**src/rtl/fiwd_pkg.sv**
```systemverilog
`timescale 1ns / 1ps

package fiwd_pkg;

  // Field widths
  localparam int unsigned FIRST_W   = 7;
  localparam int unsigned STEP_W    = 5;
  localparam int unsigned TIMEOUT_W = 7;
  localparam int unsigned SKIP_W    = 6;
  localparam int unsigned RUN_W     = 7;
  localparam int unsigned BYTE_W    = 8;
  localparam int unsigned INDEX_W   = 10;
  localparam int unsigned BITCNT_W  = 3;
  localparam int unsigned ZCNT_W    = 3;   // leading zero count, 0..7
  localparam int unsigned THR_W     = 9;   // first + 6*step fits in 9 bits

  // Configuration port
  localparam int unsigned CFG_INDEX_W = 8;
  localparam int unsigned CFG_DATA_W  = 7;

  localparam logic [CFG_INDEX_W-1:0] CFG_FIRST_THRESHOLD     = 8'd0;
  localparam logic [CFG_INDEX_W-1:0] CFG_THRESHOLD_STEP      = 8'd1;
  localparam logic [CFG_INDEX_W-1:0] CFG_RUN_TIMEOUT         = 8'd2;
  localparam logic [CFG_INDEX_W-1:0] CFG_SYNC_CYCLES_TO_SKIP = 8'd3;

  // Register reset values
  localparam logic [FIRST_W-1:0]   FIRST_RESET   = 7'd10;
  localparam logic [STEP_W-1:0]    STEP_RESET    = 5'd7;
  localparam logic [TIMEOUT_W-1:0] TIMEOUT_RESET = 7'd65;
  localparam logic [SKIP_W-1:0]    SKIP_RESET    = 6'd13;

  // Number of thresholds checked before falling back to seven zeros
  localparam int unsigned NUM_THR = 7;

  // Stream widths
  localparam int unsigned S_TDATA_W = 8;
  localparam int unsigned M_TDATA_W = 24;

  typedef struct packed {
    logic [FIRST_W-1:0]   first_threshold;
    logic [STEP_W-1:0]    threshold_step;
    logic [TIMEOUT_W-1:0] run_timeout;
    logic [SKIP_W-1:0]    sync_cycles_to_skip;
  } cfg_t;

endpackage

```
**src/rtl/flux_interval_write_decoder_top.sv**
```systemverilog
`timescale 1ns / 1ps

// Channel   Direction  Handshake            Payload
// s_*       in         s_tvalid / s_tready  s_tdata[0] wsig, s_tuser start_req
// m_*       out        m_tvalid / m_tready  m_tdata data_byte, byte_index; m_tuser write_ended
// cfg_*     in         cfg_valid / cfg_ready cfg_index register, cfg_data value
//
// One item per cycle unless a held result stalls the input; the input register loads at
// the accepting edge, and the result register loads when the core takes a result item.
// The next item is taken while a result waits; only an item that itself makes
// a result stalls behind a result not yet taken.
// Reset (rst, synchronous) loads the register defaults and clears the decoder.
module flux_interval_write_decoder_top #(
  parameter int unsigned BUFFER_BYTES = 1024
) (
  input  logic                              clk,
  input  logic                              rst,
  // input stream
  input  logic                              s_tvalid,
  output logic                              s_tready,
  input  logic [fiwd_pkg::S_TDATA_W-1:0]    s_tdata,   // [0] wsig, [7:1] zero
  input  logic                              s_tuser,   // [0] start_req
  // result stream
  output logic                              m_tvalid,
  input  logic                              m_tready,
  output logic [fiwd_pkg::M_TDATA_W-1:0]    m_tdata,   // [7:0] data_byte, [17:8] byte_index
  output logic                              m_tuser,   // [0] write_ended
  // configuration writes
  input  logic                              cfg_valid,
  output logic                              cfg_ready,
  input  logic [fiwd_pkg::CFG_INDEX_W-1:0]  cfg_index,
  input  logic [fiwd_pkg::CFG_DATA_W-1:0]   cfg_data
);

  fiwd_pkg::cfg_t                  cfg;
  logic                            in_valid;
  logic                            in_start;
  logic                            in_wsig;
  logic                            take;
  logic [fiwd_pkg::BYTE_W-1:0]     out_byte;
  logic [fiwd_pkg::INDEX_W-1:0]    out_index;

  fiwd_cfg_regs u_cfg_regs (
    .clk       (clk),
    .rst       (rst),
    .cfg_valid (cfg_valid),
    .cfg_ready (cfg_ready),
    .cfg_index (cfg_index),
    .cfg_data  (cfg_data),
    .cfg       (cfg)
  );

  // Input register
  assign s_tready = !in_valid || take;

  always_ff @(posedge clk) begin
    if (rst) begin
      in_valid <= 1'b0;
    end else if (s_tvalid && s_tready) begin
      in_valid <= 1'b1;
    end else if (take) begin
      in_valid <= 1'b0;
    end
  end

  always_ff @(posedge clk) begin
    if (s_tvalid && s_tready) begin
      in_start <= s_tuser;
      in_wsig  <= s_tdata[0];
    end
  end

  fiwd_core #(
    .BUFFER_BYTES (BUFFER_BYTES)
  ) u_core (
    .clk        (clk),
    .rst        (rst),
    .cfg        (cfg),
    .item_valid (in_valid),
    .item_start (in_start),
    .item_wsig  (in_wsig),
    .take       (take),
    .out_valid  (m_tvalid),
    .out_ready  (m_tready),
    .out_byte   (out_byte),
    .out_index  (out_index),
    .out_ended  (m_tuser)
  );

  assign m_tdata = {6'b0, out_index, out_byte};

endmodule

```
**src/rtl/fiwd_cfg_regs.sv**
```systemverilog
`timescale 1ns / 1ps

module fiwd_cfg_regs (
  input  logic                              clk,
  input  logic                              rst,
  input  logic                              cfg_valid,
  output logic                              cfg_ready,
  input  logic [fiwd_pkg::CFG_INDEX_W-1:0]  cfg_index,
  input  logic [fiwd_pkg::CFG_DATA_W-1:0]   cfg_data,
  output fiwd_pkg::cfg_t                    cfg
);

  // Writes are always accepted; cfg_ready is tied high
  assign cfg_ready = 1'b1;

  // Register file; unknown indexes are dropped
  always_ff @(posedge clk) begin
    if (rst) begin
      cfg.first_threshold     <= fiwd_pkg::FIRST_RESET;
      cfg.threshold_step      <= fiwd_pkg::STEP_RESET;
      cfg.run_timeout         <= fiwd_pkg::TIMEOUT_RESET;
      cfg.sync_cycles_to_skip <= fiwd_pkg::SKIP_RESET;
    end else if (cfg_valid && cfg_ready) begin
      unique case (cfg_index)
        fiwd_pkg::CFG_FIRST_THRESHOLD: begin
          cfg.first_threshold <= cfg_data[fiwd_pkg::FIRST_W-1:0];
        end
        fiwd_pkg::CFG_THRESHOLD_STEP: begin
          cfg.threshold_step <= cfg_data[fiwd_pkg::STEP_W-1:0];
        end
        fiwd_pkg::CFG_RUN_TIMEOUT: begin
          cfg.run_timeout <= cfg_data[fiwd_pkg::TIMEOUT_W-1:0];
        end
        fiwd_pkg::CFG_SYNC_CYCLES_TO_SKIP: begin
          cfg.sync_cycles_to_skip <= cfg_data[fiwd_pkg::SKIP_W-1:0];
        end
        default: begin
        end
      endcase
    end
  end

endmodule

```
**src/rtl/fiwd_classify.sv**
```systemverilog
`timescale 1ns / 1ps

// Turns a run length into the number of leading zero bits (0..7)
module fiwd_classify (
  input  logic [fiwd_pkg::RUN_W-1:0]   run_length,
  input  logic [fiwd_pkg::FIRST_W-1:0] first_threshold,
  input  logic [fiwd_pkg::STEP_W-1:0]  threshold_step,
  output logic [fiwd_pkg::ZCNT_W-1:0]  zeros
);

  logic [fiwd_pkg::NUM_THR-1:0] below;

  // Compare against first + j*step, all thresholds in parallel
  always_comb begin
    for (int j = 0; j < fiwd_pkg::NUM_THR; j++) begin
      below[j] = {2'b00, run_length} <
                 (fiwd_pkg::THR_W'(first_threshold) +
                  fiwd_pkg::THR_W'(j) * fiwd_pkg::THR_W'(threshold_step));
    end
  end

  // Lowest threshold that the run stays under
  always_comb begin
    zeros = fiwd_pkg::ZCNT_W'(fiwd_pkg::NUM_THR);
    for (int j = fiwd_pkg::NUM_THR - 1; j >= 0; j--) begin
      if (below[j]) begin
        zeros = fiwd_pkg::ZCNT_W'(j);
      end
    end
  end

endmodule

```
**src/rtl/fiwd_core.sv**
```systemverilog
`timescale 1ns / 1ps

module fiwd_core #(
  parameter int unsigned BUFFER_BYTES = 1024
) (
  input  logic                          clk,
  input  logic                          rst,
  input  fiwd_pkg::cfg_t                cfg,
  // registered input item
  input  logic                          item_valid,
  input  logic                          item_start,
  input  logic                          item_wsig,
  output logic                          take,
  // result register
  output logic                          out_valid,
  input  logic                          out_ready,
  output logic [fiwd_pkg::BYTE_W-1:0]   out_byte,
  output logic [fiwd_pkg::INDEX_W-1:0]  out_index,
  output logic                          out_ended
);

  localparam int unsigned LOG_W = $clog2(BUFFER_BYTES);
  localparam int unsigned IDX_W =
    (LOG_W > fiwd_pkg::INDEX_W) ? LOG_W : fiwd_pkg::INDEX_W;
  localparam logic [IDX_W-1:0] IDX_LAST = IDX_W'(BUFFER_BYTES - 1);

  typedef enum logic [1:0] {
    PH_IDLE,
    PH_SYNC,
    PH_DECODE
  } phase_t;

  phase_t                          phase, phase_next;
  logic [fiwd_pkg::SKIP_W-1:0]     skip_counter, skip_counter_next;
  logic                            last_level, last_level_next;
  logic [fiwd_pkg::RUN_W-1:0]      run_length, run_length_next;
  logic [fiwd_pkg::BYTE_W-1:0]     shift_byte, shift_byte_next;
  logic [fiwd_pkg::BITCNT_W-1:0]   bit_counter, bit_counter_next;
  logic [IDX_W-1:0]                next_index, next_index_next;

  logic                            res_valid;
  logic [fiwd_pkg::BYTE_W-1:0]     res_byte;
  logic                            res_ended;

  logic [fiwd_pkg::ZCNT_W-1:0]     zeros;
  logic [3:0]                      nbits;      // bits pushed this run, 1..8
  logic [3:0]                      room;       // bits left to fill the byte, 1..8
  logic                            crosses;
  logic [fiwd_pkg::BYTE_W-1:0]     done_byte;
  logic [fiwd_pkg::SKIP_W-1:0]     skip_inc;
  logic [fiwd_pkg::RUN_W:0]        run_inc;
  logic [IDX_W-1:0]                index_inc;

  fiwd_classify u_classify (
    .run_length      (run_length),
    .first_threshold (cfg.first_threshold),
    .threshold_step  (cfg.threshold_step),
    .zeros           (zeros)
  );

  // Bit packing: zeros then a one, at most one byte completes per run
  assign nbits     = {1'b0, zeros} + 4'd1;
  assign room      = 4'd8 - {1'b0, bit_counter};
  assign crosses   = (room <= nbits);
  assign done_byte = fiwd_pkg::BYTE_W'(shift_byte << room) | {7'b0, (room == nbits)};

  assign skip_inc  = skip_counter + 6'd1;
  assign run_inc   = {1'b0, run_length} + 8'd1;
  assign index_inc = (next_index == IDX_LAST) ? '0 : next_index + IDX_W'(1);

  // Next state and result for the item at the input register
  always_comb begin
    phase_next        = phase;
    skip_counter_next = skip_counter;
    last_level_next   = last_level;
    run_length_next   = run_length;
    shift_byte_next   = shift_byte;
    bit_counter_next  = bit_counter;
    next_index_next   = next_index;
    res_valid         = 1'b0;
    res_byte          = done_byte;
    res_ended         = 1'b0;
    if (item_valid) begin
      if (item_start) begin
        // new write: clear everything, sample is the first observation
        skip_counter_next = '0;
        last_level_next   = item_wsig;
        shift_byte_next   = '0;
        bit_counter_next  = '0;
        next_index_next   = '0;
        if (cfg.sync_cycles_to_skip == '0) begin
          phase_next      = PH_DECODE;
          run_length_next = 7'd1;
        end else begin
          phase_next      = PH_SYNC;
          run_length_next = '0;
        end
      end else begin
        unique case (phase)
          PH_SYNC: begin
            // one sync cycle ends on each falling edge
            if (last_level && !item_wsig) begin
              skip_counter_next = skip_inc;
              if (skip_inc == cfg.sync_cycles_to_skip) begin
                phase_next      = PH_DECODE;
                run_length_next = 7'd1;
              end
            end
            last_level_next = item_wsig;
          end
          PH_DECODE: begin
            if (item_wsig == last_level) begin
              if (run_inc > {1'b0, cfg.run_timeout}) begin
                // timeout: end result, drop partial byte
                res_valid         = 1'b1;
                res_byte          = '0;
                res_ended         = 1'b1;
                phase_next        = PH_IDLE;
                skip_counter_next = '0;
                last_level_next   = 1'b0;
                run_length_next   = '0;
                shift_byte_next   = '0;
                bit_counter_next  = '0;
                next_index_next   = '0;
              end else begin
                run_length_next = run_inc[fiwd_pkg::RUN_W-1:0];
              end
            end else begin
              // level change: push the run's code bits
              shift_byte_next  = fiwd_pkg::BYTE_W'(shift_byte << nbits) | 8'd1;
              bit_counter_next = fiwd_pkg::BITCNT_W'({1'b0, bit_counter} + nbits);
              last_level_next  = item_wsig;
              run_length_next  = 7'd1;
              if (crosses) begin
                res_valid       = 1'b1;
                next_index_next = index_inc;
              end
            end
          end
          default: begin
          end
        endcase
      end
    end
  end

  // Item moves on unless its result would land on a held result
  assign take = item_valid && (!res_valid || !out_valid || out_ready);

  // State and result register
  always_ff @(posedge clk) begin
    if (rst) begin
      phase        <= PH_IDLE;
      skip_counter <= '0;
      last_level   <= 1'b0;
      run_length   <= '0;
      shift_byte   <= '0;
      bit_counter  <= '0;
      next_index   <= '0;
      out_valid    <= 1'b0;
    end else begin
      if (take) begin
        phase        <= phase_next;
        skip_counter <= skip_counter_next;
        last_level   <= last_level_next;
        run_length   <= run_length_next;
        shift_byte   <= shift_byte_next;
        bit_counter  <= bit_counter_next;
        next_index   <= next_index_next;
      end
      out_valid <= (out_valid && !out_ready) || (take && res_valid);
    end
  end

  always_ff @(posedge clk) begin
    if (take && res_valid) begin
      out_byte  <= res_byte;
      out_index <= next_index[fiwd_pkg::INDEX_W-1:0];
      out_ended <= res_ended;
    end
  end

  // Results only come out of the decode phase
  a_res_in_decode: assert property (@(posedge clk) disable iff (rst)
    (item_valid && !item_start && res_valid) |-> (phase == PH_DECODE))
    else $error("result outside decode phase");

  // A held result is never overwritten
  a_no_overwrite: assert property (@(posedge clk) disable iff (rst)
    (take && out_valid && !out_ready) |-> !res_valid)
    else $error("held result overwritten");

  // End of write returns to idle with a fresh index
  a_end_to_idle: assert property (@(posedge clk) disable iff (rst)
    (take && res_valid && res_ended) |=> (phase == PH_IDLE && next_index == '0))
    else $error("end result did not clear state");

  // Start clears the byte assembly
  a_start_clears: assert property (@(posedge clk) disable iff (rst)
    (take && item_start) |=> (bit_counter == '0 && shift_byte == '0 && next_index == '0))
    else $error("start did not clear byte state");

  // Each byte result advances the index
  a_index_moves: assert property (@(posedge clk) disable iff (rst)
    (take && res_valid && !res_ended) |=> (next_index != $past(next_index)))
    else $error("index did not advance");

endmodule

```
**config.mk**
```make
export PLATFORM = sky130hd
export DESIGN_NAME = flux_interval_write_decoder_top
export DESIGN_NICKNAME = d
export VERILOG_FILES = /design/src/rtl/fiwd_pkg.sv /design/src/rtl/flux_interval_write_decoder_top.sv /design/src/rtl/fiwd_cfg_regs.sv /design/src/rtl/fiwd_classify.sv /design/src/rtl/fiwd_core.sv
export SDC_FILE = /design/constraint.sdc
export NUM_CORES = 1
export LEC_CHECK = 0
export BUFFER_PORTS_ARGS = -buffer_cell sky130_fd_sc_hd__buf_2
export CAP_MARGIN = 0
export CORE_MARGIN = 3
export CORE_UTILIZATION = 44
export DETAILED_ROUTE_END_ITERATION = 8
export MAX_ROUTING_LAYER = met4
export PLACE_DENSITY = 0.7
export RECOVER_POWER = 25
export REMOVE_ABC_BUFFERS = 1
export SYNTH_ARGS = -nofsm -noshare
export SYNTH_HDL_FRONTEND = slang
export SYNTH_HIERARCHICAL = 1
export SYNTH_SLANG_ARGS = --single-unit
```
**constraint.sdc**
```tcl
create_clock -name clk -period 6.73 [get_ports clk]
set_clock_uncertainty 0.15 [all_clocks]
set_input_delay 1.0095 -clock clk [delete_from_list [all_inputs] [get_ports clk]]
set_output_delay 1.0095 -clock clk [all_outputs]
set_load 0.01 [all_outputs]
```
* Yosys cells after proc, flatten, opt, wreduce, memory -nomap -nowiden
Cells that the tools add are included.
** Cells by class
- Bitwise operators :: 4
- Order comparisons :: 9
- Eq/ne operators :: 15
- Multiply operators :: 3
- Mux-type cells :: 57
- Shift-type cells :: 2
- Reductions and logical operators :: 31
- $add $sub $neg :: 12
** Operator list (count)
- $mux W8 :: 9
- $mux W10 :: 6
- $mux W7 :: 5
- $lt A7 B8 Y1 :: 4
- $mux W3 :: 10
- $mux W6 :: 4
- $add A7 B8 Y9 :: 2
- $lt A7 B9 Y1 :: 2
- $add A7 B7 Y8 :: 2
- $eq A8 B2 Y1 const B :: 2
- $shl A8 B4 Y8 :: 2
- $mul A2 B5 Y7 const A :: 2
- $pmux W7 S2 :: 1
- $mux W1 :: 13
- $mux W2 :: 6
- $ne A3 B2 Y1 const B :: 4
- $pmux W6 S2 :: 1
- $add A10 B1 Y10 const B :: 1
- $eq A10 B10 Y1 const B :: 1
- $reduce_and A5 Y1 :: 2
- $add A7 B1 Y8 const B :: 1
- $add A7 B5 Y8 :: 1
- $add A7 B6 Y8 :: 1
- $eq A8 B1 Y1 const B :: 1
- other kinds (31) :: 50
** Word-level totals
- Flip-flop bits (word level) :: 85
- Output and inout bits :: 28
- Input port bits :: 29

* Logic depth before layout (Yosys ltp)
Gate-level depths: netlist (run 1).
- Word-level depth :: 24
- Mapped depth :: 29
- Gate-level depth less buffers :: 27

* By module
Netlist (run 1), hierarchy kept.
** Modules (own cells, without submodules)
- fiwd_core :: instances 1, sequential area each 1331.3 sq um, cells an instance 421, area each 3722.3 sq um
- fiwd_classify :: instances 1, sequential area each 0.0 sq um, cells an instance 284, area each 2473.6 sq um
- fiwd_cfg_regs :: instances 1, sequential area each 500.5 sq um, cells an instance 104, area each 1061.0 sq um
- flux_interval_write_decoder_top :: instances 1, sequential area each 80.1 sq um, cells an instance 14, area each 163.9 sq um

* Worst setup path after synthesis (run 1)
Ideal clock, no wire load.
- Path kind :: register to output
- Start :: register, netlist name u_cfg_regs/cfg[14]
- End :: output port s_tready
- Slack :: -289 ps
- Buffers on the path :: 1
- Data arrival time :: 5859 ps
- Stages on the path, launching flop included :: 27
- Cells stage by stage :: dfxtp_1 ha_1 fa_1 ha_1 a21oi_1 nor2b_1 o21a_1 nor2_1 xor2_1 ha_1 nand2_1 o21ai_0 a21oi_1 a2111oi_1 o311ai_1 nand3_1 a21oi_1 ha_1 xnor2_1 clkbuf_1 ha_1 o21ai_0 a21oi_1 o21a_1 a21oi_1 a21oi_1 nand2b_4
** On the way
- Longest elaborated chain between the ends :: 22
- Elaborated cells between the ends (all ways) :: 34
- Classes of those cells :: add/sub: 7; mul: 3; order compare: 7; mux: 12; reduce/logical: 5
** RTL lines
- $mul A2 B5 Y7 :: line fiwd_classify.sv:18 : fiwd_pkg::THR_W'(j) * fiwd_pkg::THR_W'(threshold_step));
- $add A7 B8 Y9 :: line fiwd_classify.sv:17 : (fiwd_pkg::THR_W'(first_threshold) +
- $lt A7 B9 Y1 :: line fiwd_classify.sv:16 : below[j] = {2'b00, run_length} <
- $mux W1 :: line fiwd_classify.sv:26 : if (below[j]) begin
- $mux W3 (4 in a row) :: line fiwd_classify.sv:26
- $mux W3 * (2 in a row) :: line fiwd_classify.sv:26
- via u_core.zeros, one bit :: line fiwd_core.sv:45 : logic [fiwd_pkg::ZCNT_W-1:0] zeros;
- $add A3 B1 Y4 * :: line fiwd_core.sv:62 : assign nbits = {1'b0, zeros} + 4'd1;
- [... 3 more ...]
- $mux W1 * :: line fiwd_core.sv:99 : unique case (phase)
- $mux W1 * :: line fiwd_core.sv:84 : if (item_start) begin
- $mux W1 * :: line fiwd_core.sv:83 : if (item_valid) begin
- $logic_not A1 Y1 * :: line fiwd_core.sv:148 : assign take = item_valid && (!res_valid || !out_valid || out_ready);
- $logic_or A1 B1 Y1 * (2 in a row) :: line fiwd_core.sv:148
- $logic_and A1 B1 Y1 * :: line fiwd_core.sv:148
- via take :: line flux_interval_write_decoder_top.sv:39 : logic take;
- $logic_or A1 B1 Y1 * :: line flux_interval_write_decoder_top.sv:54 : assign s_tready = !in_valid || take;
- end, declared :: line flux_interval_write_decoder_top.sv:20 : output logic s_tready,
The timed path passes the listed nets; every way through them passes the cells marked *.

* Worst setup path in the final report (run 1)
- Start :: register, netlist name u_cfg_regs/cfg[14]
- End :: output port s_tready
** On the way
- Elaborated cells between the ends (all ways) :: 34
- Classes of those cells :: add/sub: 7; mul: 3; order compare: 7; mux: 12; reduce/logical: 5
** RTL lines
- $mul A3 B5 Y8 :: line fiwd_classify.sv:18
- $add A7 B8 Y9 :: line fiwd_classify.sv:17
- $lt A7 B9 Y1 :: line fiwd_classify.sv:16
- $mux W3 (4 in a row) :: line fiwd_classify.sv:26
- $mux W3 * (2 in a row) :: line fiwd_classify.sv:26
- via u_core.zeros, one bit :: line fiwd_core.sv:45
- $add A3 B1 Y4 * :: line fiwd_core.sv:62
- $le A4 B4 Y1 * :: line fiwd_core.sv:64 : assign crosses = (room <= nbits);
- [... 2 more ...]
- $mux W1 * :: line fiwd_core.sv:99
- $mux W1 * :: line fiwd_core.sv:84
- $mux W1 * :: line fiwd_core.sv:83
- $logic_not A1 Y1 * :: line fiwd_core.sv:148
- $logic_or A1 B1 Y1 * (2 in a row) :: line fiwd_core.sv:148
- $logic_and A1 B1 Y1 * :: line fiwd_core.sv:148
- via take :: line flux_interval_write_decoder_top.sv:39
- $logic_or A1 B1 Y1 * :: line flux_interval_write_decoder_top.sv:54
Marks and branches as above.

==> results of run 1 <==
per-layer routing:
metal | global-route usage | up-vias | wire [µm]
met3 | 0.02998 | 14 | 605
met1 | 0.2596 | 2853 | 8217
li1 | - | 3112 | -
met2 | 0.3103 | 124 | 7907
met5 | - | - | 0
met4 | 0.03863 | 0 | 208
cell usage in the layout, fill, tap and decap left out, types with 10 or more instances in the layout:
cell type,synthesis,layout
ha_1,101,97
nor2_1,64,62
dfxtp_1,64,60
inv_1,53,52
a21oi_1,56,49
mux2i_1,43,43
nand2_1,40,40
buf_4,7,31
nand2b_1,28,28
o21ai_0,30,28
buf_2,3,23
xnor2_1,24,23
nor3_1,22,22
nand3_1,23,22
a21o_1,22,22
edfxtp_1,21,21
clkbuf_1,18,19
xor2_1,16,16
fa_1,15,14
nor2b_1,12,12
a211oi_1,10,10
cell type report:
type / count / area (µm²)
multi-input combinational: 656 / 5289
sequential: 85 / 1917
inverter: 54 / 202.7
clock inverter: 7 / 76.32
timing repair buffer: 76 / 461.7
clock buffer: 9 / 225.2
tap: 216 / 270.3
fill: 1495 / 7731
report_power, final:
part / internal (mW) / switching (mW) / total [mW]
Combinational: 0.0360 / 0.0626 / 0.0986
Sequential: 0.524 / 0.00621 / 0.531
Clock: 0.263 / 0.240 / 0.503
Total: 0.824 / 0.308 / 1.13
timing repair:
| action | CTS | global route |
|---|---|---|
| pin swaps | 1 | 14 |
| resized for setup | 6 | 28 |
| buffers inserted | 1 | 5 |
| endpoints found under the setup margin | 1 | 1 |
| cloned | 0 | 0 |
critical path, stage by stage (launching register included):
cell,delay [ns]
dfxtp_2,0.34
ha_1,0.30
fa_1,0.53
ha_4,0.21
a21oi_2,0.17
nor2b_1,0.07
o21a_1,0.17
nor2_2,0.08
xor2_1,0.08
ha_1,0.32
nand2_1,0.11
nor2_2,0.13
a21oi_2,0.07
a2111oi_2,0.21
buf_4,0.19
nand3_1,0.14
a31oi_4,0.27
ha_2,0.22
xnor2_2,0.07
ha_1,0.33
o21ai_2,0.11
a21oi_1,0.05
o21a_1,0.22
a21oi_4,0.15
a21oi_2,0.09
nand2b_4,0.16
buf_2,0.14
worst max-delay path by stage:
stage	start	end	slack (ns)	cells after the start
after floorplan	u_cfg_regs/cfg[14]$_SDFFE_PP1P_	s_tready	-0.58	25
after global placement	u_cfg_regs/cfg[15]$_SDFFE_PP1P_	s_tready	0.01	28
after detailed placement	u_cfg_regs/cfg[15]$_SDFFE_PP1P_	s_tready	-0.02	28
after CTS	u_cfg_regs/cfg[14]$_SDFFE_PP1P_	s_tready	0.02	27
after global routing	u_cfg_regs/cfg[15]$_SDFFE_PP1P_	s_tready	-0.05	27
final	u_cfg_regs/cfg[14]$_SDFFE_PP1P_	s_tready	0.29	26
kinds of logic after synthesis:
| logic type | Yosys count | share of synthesized area |
|---|---|---|
| flops | 85 | 0.2576 |
| fa+ha+maj | 116 | 0.2108 |
| buf+inv | 87 | 0.05109 |
| mux | 49 | 0.06862 |
| other cells | 2 | 0.001012 |
| simple gates | 251 | 0.1833 |
| compound gates | 192 | 0.1774 |
| xor+xnor | 41 | 0.05024 |
registers in the layout (all words and copies together), names as in the netlist, 3 cells and up:
signal	count
u_core/out_index	10
u_core/bit_counter	3
u_core/out_byte	8
u_core/next_index	10
u_core/skip_counter	6
u_core/run_length	7
u_core/shift_byte	8
u_cfg_regs/cfg	25
synthesized netlist by cell type, types with 7 or more instances:
cell type	number	area, µm²
nand3_1	23	115.1
edfxtp_1	21	630.6
clkbuf_1	18	67.56
xor2_1	16	140.1
a211oi_1	10	75.07
inv_1	53	198.9
ha_1	101	1264
a21o_1	22	165.2
nand2_1	40	150.1
nand4_1	9	56.30
nor2_1	64	240.2
xnor2_1	24	210.2
mux2i_1	43	430.4
a21oi_1	56	280.3
nor3_1	22	110.1
nand2b_1	28	175.2
fa_1	15	300.3
nor2b_1	12	75.07
o21ai_0	30	150.1
a31oi_1	7	43.79
o31ai_1	7	52.55
dfxtp_1	64	1281
buf_4	7	52.55
==> metrics.txt, run 1 <==
Crit. End Element output pin; Layout Cells excl Fill 1103; Port Buf Inserts 42; post-route cell area 0.008442 mm²; Root Buffer clkbuf_16; post-synthesis async set-or-reset flop share 0; core area 0.01617 mm²; DRC viols 0; gr ovfl total 0; FP Rows 46; power density over cell area 134.1 mW/mm²; Routed Antenna Nets 0; initial antenna violation count 0; type of the worst setup path reg2out; DIE WIDTH 135.9 µm; Yosys reg bits 85; total power 1.132 mW; maximum VDD drop 0.1272 mV; DP Cell Count 1081; Slew @ Worst Pin 1.079 ns; min-delay worst type reg2reg; number of synthesized flops with an enable pin 21; min-delay src u_core/shift_byte[7]$_SDFFE_PP0P_; vias in the first global route 5776; Final nets 1027; hold slack final 0.3177 ns; Placed Area 0.007973 mm²; Final HPWL DP 12590 µm; Worst slew margin 0.2790; io pins 57; Total Routing Usage GR 0.1927; first-pass GRT wire length 28170 µm; Worst R2R Path Depth 26; largest net degree at the start of global routing 57; setup ws final 0.2880 ns; synthesis-to-finish area growth 13.76%; TritonCTS clock tree done; R2R Path Start u_cfg_regs/cfg[14]$_SDFFE_PP1P_; Syn Inst Count 823; Die Area 0.01846 mm²; Final Max Slew Viols 0; CP Launch Type flop; Peak Freq 0.1552 GHz; reg2reg end u_core/next_index[9]$_SDFFE_PP0P_; H-tree depth 3; Tcrit/Tclk final 0.9572; Avg WL per Cell 15.36 µm; final wirelength 16940 µm; R2R Setup Slk 0.81 ns; Reg clk slew, reported paths 0.07 ns; Pleak 3.509 nW; Die Ht 135.9 µm; Syn. warnings 6; GPL Wtd Cong 0.8586; final hold vios 0; share of cells above drive strength 1 0.1590; vias per cell 5.533; synth unique cells 88; setup TNS 0 ns; ant diodes 0; Worst Hold Endpoint u_core/shift_byte[7]$_SDFFE_PP0P_; starting density of the core 0.4588; Finish-stage setup viols 0; Max-Cap Viols 0; hold depth 2; Sink Count 85; status finished, final reports clean; clk buf depth 2; Main synth FF type dfxtp_1; post-layout util 0.5220; Worst EP arrival 5.28 ns; fin crit period 6.442 ns; Syn Area/Cell 9.017 µm²; Clock Latency Late Sink 0.35 ns; register area share after synthesis 0.2576; DRT iter0 DRCs 377; CTS Hold Bufs 0; Setup Slack @ Placement -0.02391 ns; crit path max fanout 3; Pre-Repair DR Iteration Count 7; routed vias 6103; Syn Std Cell Area 0.007421 mm²; clock buffer count from CTS 9; CP required 5.57 ns
No activity file was read; power rests on OpenSTA's default activity.
==> run 2: changes to the inputs <==
CELL_PAD_IN_SITES_DETAIL_PLACEMENT = 0   (was not set)
CELL_PAD_IN_SITES_GLOBAL_PLACEMENT = 1   (was not set)
CORE_UTILIZATION = 43   (was 44)
PLACE_DENSITY = 0.84   (was 0.7)
==> metrics.txt, run 2 (synthesis gave the netlist of run 1 again) <==
Port Buf Inserts 42 (unchanged); clock buffer count from CTS 9 (unchanged); core area 0.01676 mm² (was 0.01617 mm²); GPL Wtd Cong 0.8528 (was 0.8586); Largest regs u_cfg_regs/cfg x25, u_core/next_index x10, u_core/out_index x10 (unchanged); Slew @ Worst Pin 1.025 ns (was 1.079 ns); commonest non-fill, non-tap cell in the layout ha_1 (unchanged); TritonCTS clock tree done (unchanged); setup ws final 0.2818 ns (was 0.2880 ns); starting density of the core 0.4428 (was 0.4588); io pins 57 (unchanged); Peak Freq 0.1551 GHz (was 0.1552 GHz); DRC viols 0 (unchanged); Sink Count 85 (unchanged); post-route cell area 0.008494 mm² (was 0.008442 mm²); final hold vios 0 (unchanged); Worst slew margin 0.3152 (was 0.2790); largest net degree at the start of global routing 41 (was 57); synthesis-to-finish area growth 14.47% (was 13.76%); initial antenna violation count 0 (unchanged); CTS Hold Bufs 0 (unchanged); Pre-Repair DR Iteration Count 5 (was 7); gr ovfl total 0 (unchanged); vias per cell 5.518 (was 5.533); CP Launch Type flop (unchanged); Final HPWL DP 12820 µm (was 12590 µm); Setup Slack @ Placement 0.1923 ns (was -0.02391 ns); share of cells above drive strength 1 0.1618 (was 0.1590); Reg with most FFs u_cfg_regs/cfg (unchanged); DRT iter0 DRCs 465 (was 377); Root Buffer clkbuf_16 (unchanged); type of the worst setup path reg2out (unchanged); CP required 5.57 ns (about the same); ant diodes 0 (unchanged); Total Routing Usage GR 0.1871 (was 0.1927); Final nets 1030 (was 1027); Clock Latency Late Sink 0.34 ns (was 0.35 ns); status finished, final reports clean (unchanged); Worst EP arrival 5.29 ns (was 5.28 ns); DIE WIDTH 137.4 µm (was 135.9 µm); power density over cell area 134.7 mW/mm² (was 134.1 mW/mm²); DR WL met2 8100 µm (was 7907 µm); FF/Latch Area 0.001916 mm² (was 0.001917 mm²); total power 1.144 mW (was 1.132 mW); Reg clk slew, reported paths 0.07 ns (about the same); crit path max fanout 11 (was 3); min-delay worst type reg2reg (unchanged); clk buf depth 2 (unchanged); highest metal used met4 (unchanged); Fillers 1575 (was 1495); maximum VDD drop 0.1348 mV (was 0.1272 mV); routed vias 6125 (was 6103); Tcrit/Tclk final 0.9581 (was 0.9572); H-tree depth 3 (unchanged); Max-Cap Viols 0 (unchanged); Avg WL per Cell 15.50 µm (was 15.36 µm); Placed Area 0.007928 mm² (was 0.007973 mm²); FP Rows 47 (was 46); max reg flops 25 (unchanged); final wirelength 17210 µm (was 16940 µm); met3 WL 540 µm (was 605 µm); Finish-stage setup viols 0 (unchanged); area of the multi-input gates 0.005309 mm² (was 0.005289 mm²); vias in the first global route 5628 (was 5776); Die Area 0.01887 mm² (was 0.01846 mm²); most frequent cells in the layout ha_1, nor2_1, dfxtp_1, inv_1, a21oi_1 (unchanged); metal1 wirelength 8326 µm (was 8217 µm); Die Ht 137.4 µm (was 135.9 µm); fin crit period 6.448 ns (was 6.442 ns); Pleak 3.533 nW (was 3.509 nW); Crit. End Element output pin (unchanged); Final Max Slew Viols 0 (unchanged); Routed Antenna Nets 0 (unchanged); first-pass GRT wire length 27920 µm (was 28170 µm)
[run 2: cell types whose count changed in the layout (fill, tap and decap cells not counted), moves of 2 or more]
| cell | delta |
|---|---|
| clkinv_4 | -3 |
| inv_6 | +3 |
| buf_6 | +2 |
| inv_8 | -2 |
[run 2: area by class of cell]
class	instances	area share
Sequential cell	85	0.2255
Clock buffer	9	0.02651
Clock inverter	7	0.009427
Timing Repair Buffer	79	0.05730
Inverter	54	0.02386
Tap cell	220	0.03241
Multi-Input combinational cell	656	0.6250
[run 2: layer usage]
| layer | GRT usage | up-vias |
|---|---|---|
| li1 | - | 3105 |
| met1 | 0.2569 | 2874 |
| met2 | 0.2951 | 127 |
| met3 | 0.02557 | 19 |
| met4 | 0.04157 | 0 |
| met5 | - | - |
[run 2: repair_timing]
item,CTS,global route
setup endpoints to repair,1,1
pin swaps,1,11
buffers inserted,0,14
endpoints found under the hold margin,0,0
gates resized for setup,6,33
[run 2: power by group]
part / internal, mW / switching, mW / leakage, nW
clock network: 0.294 / 0.222 / 0.149
logic: 0.0353 / 0.0622 / 2.69
registers: 0.525 / 0.00594 / 0.692
[run 2: critical path: stages, from the launching register on]
cell and delay [ns]:
dfxtp_1 0.37, buf_8 0.17, fa_1 0.42, ha_1 0.22
fa_1 0.42, a21o_1 0.21, a21oi_2 0.15, xor2_1 0.17
ha_1 0.24, o21ai_0 0.14, a21oi_1 0.09, and3_4 0.20
a21bo_2 0.19, nand3_1 0.12, a21oi_2 0.24, ha_2 0.22
xnor2_2 0.12, ha_1 0.26, o21ai_0 0.14, a21oi_1 0.05
o21a_1 0.20, a21oi_2 0.18, a21oi_2 0.09, nand2b_4 0.16
buf_2 0.14
[run 2: final timing paths]
| check | depth (start not counted) | endpoint | slack (ns) | start |
|---|---|---|---|---|
| worst max-delay path | 24 | s_tready | 0.28 | u_cfg_regs/cfg[14]$_SDFFE_PP1P_ |
| worst min-delay path | 2 | u_cfg_regs/cfg[10]$_SDFFE_PP0P_ | 0.33 | u_cfg_regs/cfg[10]$_SDFFE_PP0P_ |
| worst max register to register | 28 | u_core/shift_byte[3]$_SDFFE_PP0P_ | 0.82 | u_cfg_regs/cfg[14]$_SDFFE_PP1P_ |
| worst min register to register | 2 | u_cfg_regs/cfg[10]$_SDFFE_PP0P_ | 0.33 | u_cfg_regs/cfg[10]$_SDFFE_PP0P_ |
[run 2: stage by stage]
stage	setup TNS [ns]	std cells	utilization	hold WS, ns
finish	0	1110	0.5068	0.3317
global placement	0	1080	0.4730	0.3125
floorplan	-6.457	795	-	0.2851
CTS	0	1096	0.4926	0.3349
global route	-0.004525	1110	0.5068	0.3679
detailed placement	0	1080	0.4730	0.3239
==> run 3: changes to the inputs <==
--- a/config.mk
+++ b/config.mk
@@ -12,7 +12,6 @@
 export CORE_MARGIN = 3
-export CORE_UTILIZATION = 43
+export CORE_UTILIZATION = 30
 export DETAILED_ROUTE_END_ITERATION = 8
 export MAX_ROUTING_LAYER = met4
-export PLACE_DENSITY = 0.84
-export RECOVER_POWER = 25
+export PLACE_DENSITY = 0.64
 export REMOVE_ABC_BUFFERS = 1
==> constraint.sdc (replaced) <==
create_clock -name clk -period 6.73 [get_ports clk]
set_clock_uncertainty 0.15 [all_clocks]
set_input_delay 1.346 -clock clk [delete_from_list [all_inputs] [get_ports clk]]
set_output_delay 1.346 -clock clk [all_outputs]
set_load 0.01 [all_outputs]
==> metrics.txt, run 3 (synthesis gave the netlist of run 1 again) <==
Worst EP arrival 5.24 ns (was 5.29 ns); Finish-stage setup viols 1 (was 0); Reg with most FFs u_cfg_regs/cfg (unchanged); Port Buf Inserts 42 (unchanged); Tcrit/Tclk final 1.000 (was 0.9581); Largest regs u_cfg_regs/cfg x25, u_core/next_index x10, u_core/out_index x10 (unchanged); Die Area 0.02666 mm² (was 0.01887 mm²); DP Cell Count 1210 (was 1080); Slew @ Worst Pin 1.145 ns (was 1.025 ns); R2R Path Start u_cfg_regs/cfg[13]$_SDFFE_PP1P_ (was u_cfg_regs/cfg[14]$_SDFFE_PP1P_); largest net degree at the start of global routing 53 (was 41); vias in the first global route 5820 (was 5628); routed vias 6154 (was 6125); starting density of the core 0.3106 (was 0.4428); Pre-Repair DR Iteration Count 4 (was 5); initial antenna violation count 0 (unchanged); power density over cell area 122.1 mW/mm² (was 134.7 mW/mm²); RSZ-0062 raised after global routing true; share of cells above drive strength 1 0.2411 (was 0.1618); hold depth 2 (unchanged); Total Routing Usage GR 0.1462 (was 0.1871); max reg flops 25 (unchanged); R2R Setup Slk 0.80 ns (was 0.82 ns); vias per cell 4.947 (was 5.518); hold slack final 0.3079 ns (was 0.3317 ns); CP Launch Type flop (unchanged); Avg WL per Cell 15.02 µm (was 15.50 µm); Reg clk slew, reported paths 0.07 ns (about the same); Crit. End Element output pin (unchanged); reg2reg end u_core/next_index[9]$_SDFFE_PP0P_ (was u_core/shift_byte[3]$_SDFFE_PP0P_); synthesis-to-finish area growth 23.35% (was 14.47%); first-pass GRT wire length 30600 µm (was 27920 µm); DRT iter0 DRCs 310 (was 465); Die Ht 163.3 µm (was 137.4 µm); H-tree depth 3 (unchanged); Pleak 3.748 nW (was 3.533 nW); GPL Wtd Cong 0.7844 (was 0.8528); DIE WIDTH 163.3 µm (was 137.4 µm); Final nets 1065 (was 1030); DRC viols 0 (unchanged); failing checks setup timing; clock buffer count from CTS 9 (unchanged); ant diodes 0 (unchanged); clk buf depth 2 (unchanged); Sink Count 85 (unchanged); Worst Setup SP u_cfg_regs/cfg[13]$_SDFFE_PP1P_ (was u_cfg_regs/cfg[14]$_SDFFE_PP1P_); gr ovfl total 0 (unchanged); Final Max Slew Viols 0 (unchanged); Worst slew margin 0.2309 (was 0.3152); maximum VDD drop 0.09472 mV (was 0.1348 mV); Routed Antenna Nets 0 (unchanged); setup ws final -0.001740 ns (was 0.2818 ns); final hold vios 0 (unchanged); TritonCTS clock tree done (unchanged); commonest non-fill, non-tap cell in the layout ha_1 (unchanged); CP required 5.23 ns (was 5.57 ns); Max-Cap Viols 0 (unchanged); fin crit period 6.732 ns (was 6.448 ns); min-delay src u_core/shift_byte[7]$_SDFFE_PP0P_ (was u_cfg_regs/cfg[10]$_SDFFE_PP0P_); Root Buffer clkbuf_16 (unchanged); Clock Latency Late Sink 0.35 ns (was 0.34 ns); FP Rows 56 (was 47); io pins 57 (unchanged); final wirelength 18690 µm (was 17210 µm); status complete, but fails checks (was finished, final reports clean); Worst Hold Endpoint u_core/shift_byte[7]$_SDFFE_PP0P_ (was u_cfg_regs/cfg[10]$_SDFFE_PP0P_); most frequent cells in the layout ha_1, buf_4, nor2_1, dfxtp_1, inv_1 (was ha_1, nor2_1, dfxtp_1, inv_1, a21oi_1); Setup Slack @ Placement -0.07317 ns (was 0.1923 ns); Final HPWL DP 13800 µm (was 12820 µm); type of the worst setup path reg2out (unchanged); core area 0.02389 mm² (was 0.01676 mm²); crit path max fanout 5 (was 11); CTS Hold Bufs 0 (unchanged); min-delay worst type reg2reg (unchanged); Layout Cells excl Fill 1244 (was 1110); Worst R2R Path Depth 26 (was 28); Peak Freq 0.1486 GHz (was 0.1551 GHz)
run 3: changes by cell type in the layout (fill, tap and decap cells not counted), moves of 3 or more:
cell and delta:
clkbuf_1 -19, a21oi_2 +3, buf_12 +3, ha_4 +10
a21oi_1 -3, fa_1 -3, buf_4 +30, fa_2 +3
buf_6 +3, ha_1 -11, buf_2 +18, o21ai_0 -3
run 3: worst max path at each step:
| stage | endpoint | cells past startpoint |
|---|---|---|
| floorplan | s_tready | 25 |
| global placement | s_tready | 29 |
| detailed placement | s_tready | 29 |
| CTS | s_tready | 26 |
| global route | s_tready | 26 |
| finish | s_tready | 25 |
run 3: area by class of cell:
type | instances | area (µm²)
clock inverters | 7 | 55.05
fillers | 2427 | 14740
repair buffers | 114 | 824.5
multi-input cells | 656 | 5522
clock buffers | 9 | 225.2
well taps | 319 | 399.1
inverters | 54 | 205.2
flip-flops and latches | 85 | 1923
run 3: per-stage QoR:
step	area, µm²	total power [mW]	util	setup TNS [ns]
floorplan	7263	0.6022	-	-6.794
global placement	8284	0.6425	0.3467	-0.07380
detailed placement	8284	0.6425	0.3467	-0.07317
CTS	8886	1.135	0.3719	0
global route	9154	1.167	0.3831	-0.2507
finish	9154	1.118	0.3831	-0.001740
run 3: per-layer routing:
layer	GRT usage	wire length, µm	vias up
li1	-	-	3172
met1	0.2099	9528	2875
met2	0.2179	8322	93
met3	0.02409	641	14
met4	0.02884	194	0
met5	-	0	-
run 3: repair_timing:
item / 4_1_cts / 5_1_grt
setup endpoints to repair: 1 / 1
resized for setup: 48 / 35
buffers inserted: 7 / 11
pin swaps: 27 / 34
run 3: report_power, final:
group	leakage, nW	switching (mW)	internal, mW
Combinational	2.92	0.0656	0.0413
Sequential	0.693	0.00622	0.524
Clock	0.133	0.227	0.254
run 3: worst max-delay path, cell delays in order (launching register included):
cell and delay (ns):
dfxtp_2 0.35, buf_6 0.13, buf_12 0.13, ha_4 0.16, fa_2 0.56, ha_4 0.21
buf_4 0.13, xor2_1 0.15, ha_1 0.29, a211o_1 0.29, a311o_2 0.39, a31oi_4 0.19
o311ai_4 0.13, nand3_4 0.11, a21oi_4 0.08, buf_6 0.14, ha_4 0.28, inv_4 0.04
ha_4 0.25, nand2b_1 0.06, a21oi_2 0.13, o21a_1 0.17, a21oi_2 0.08, a21oi_2 0.15
nand2b_4 0.15, buf_6 0.10
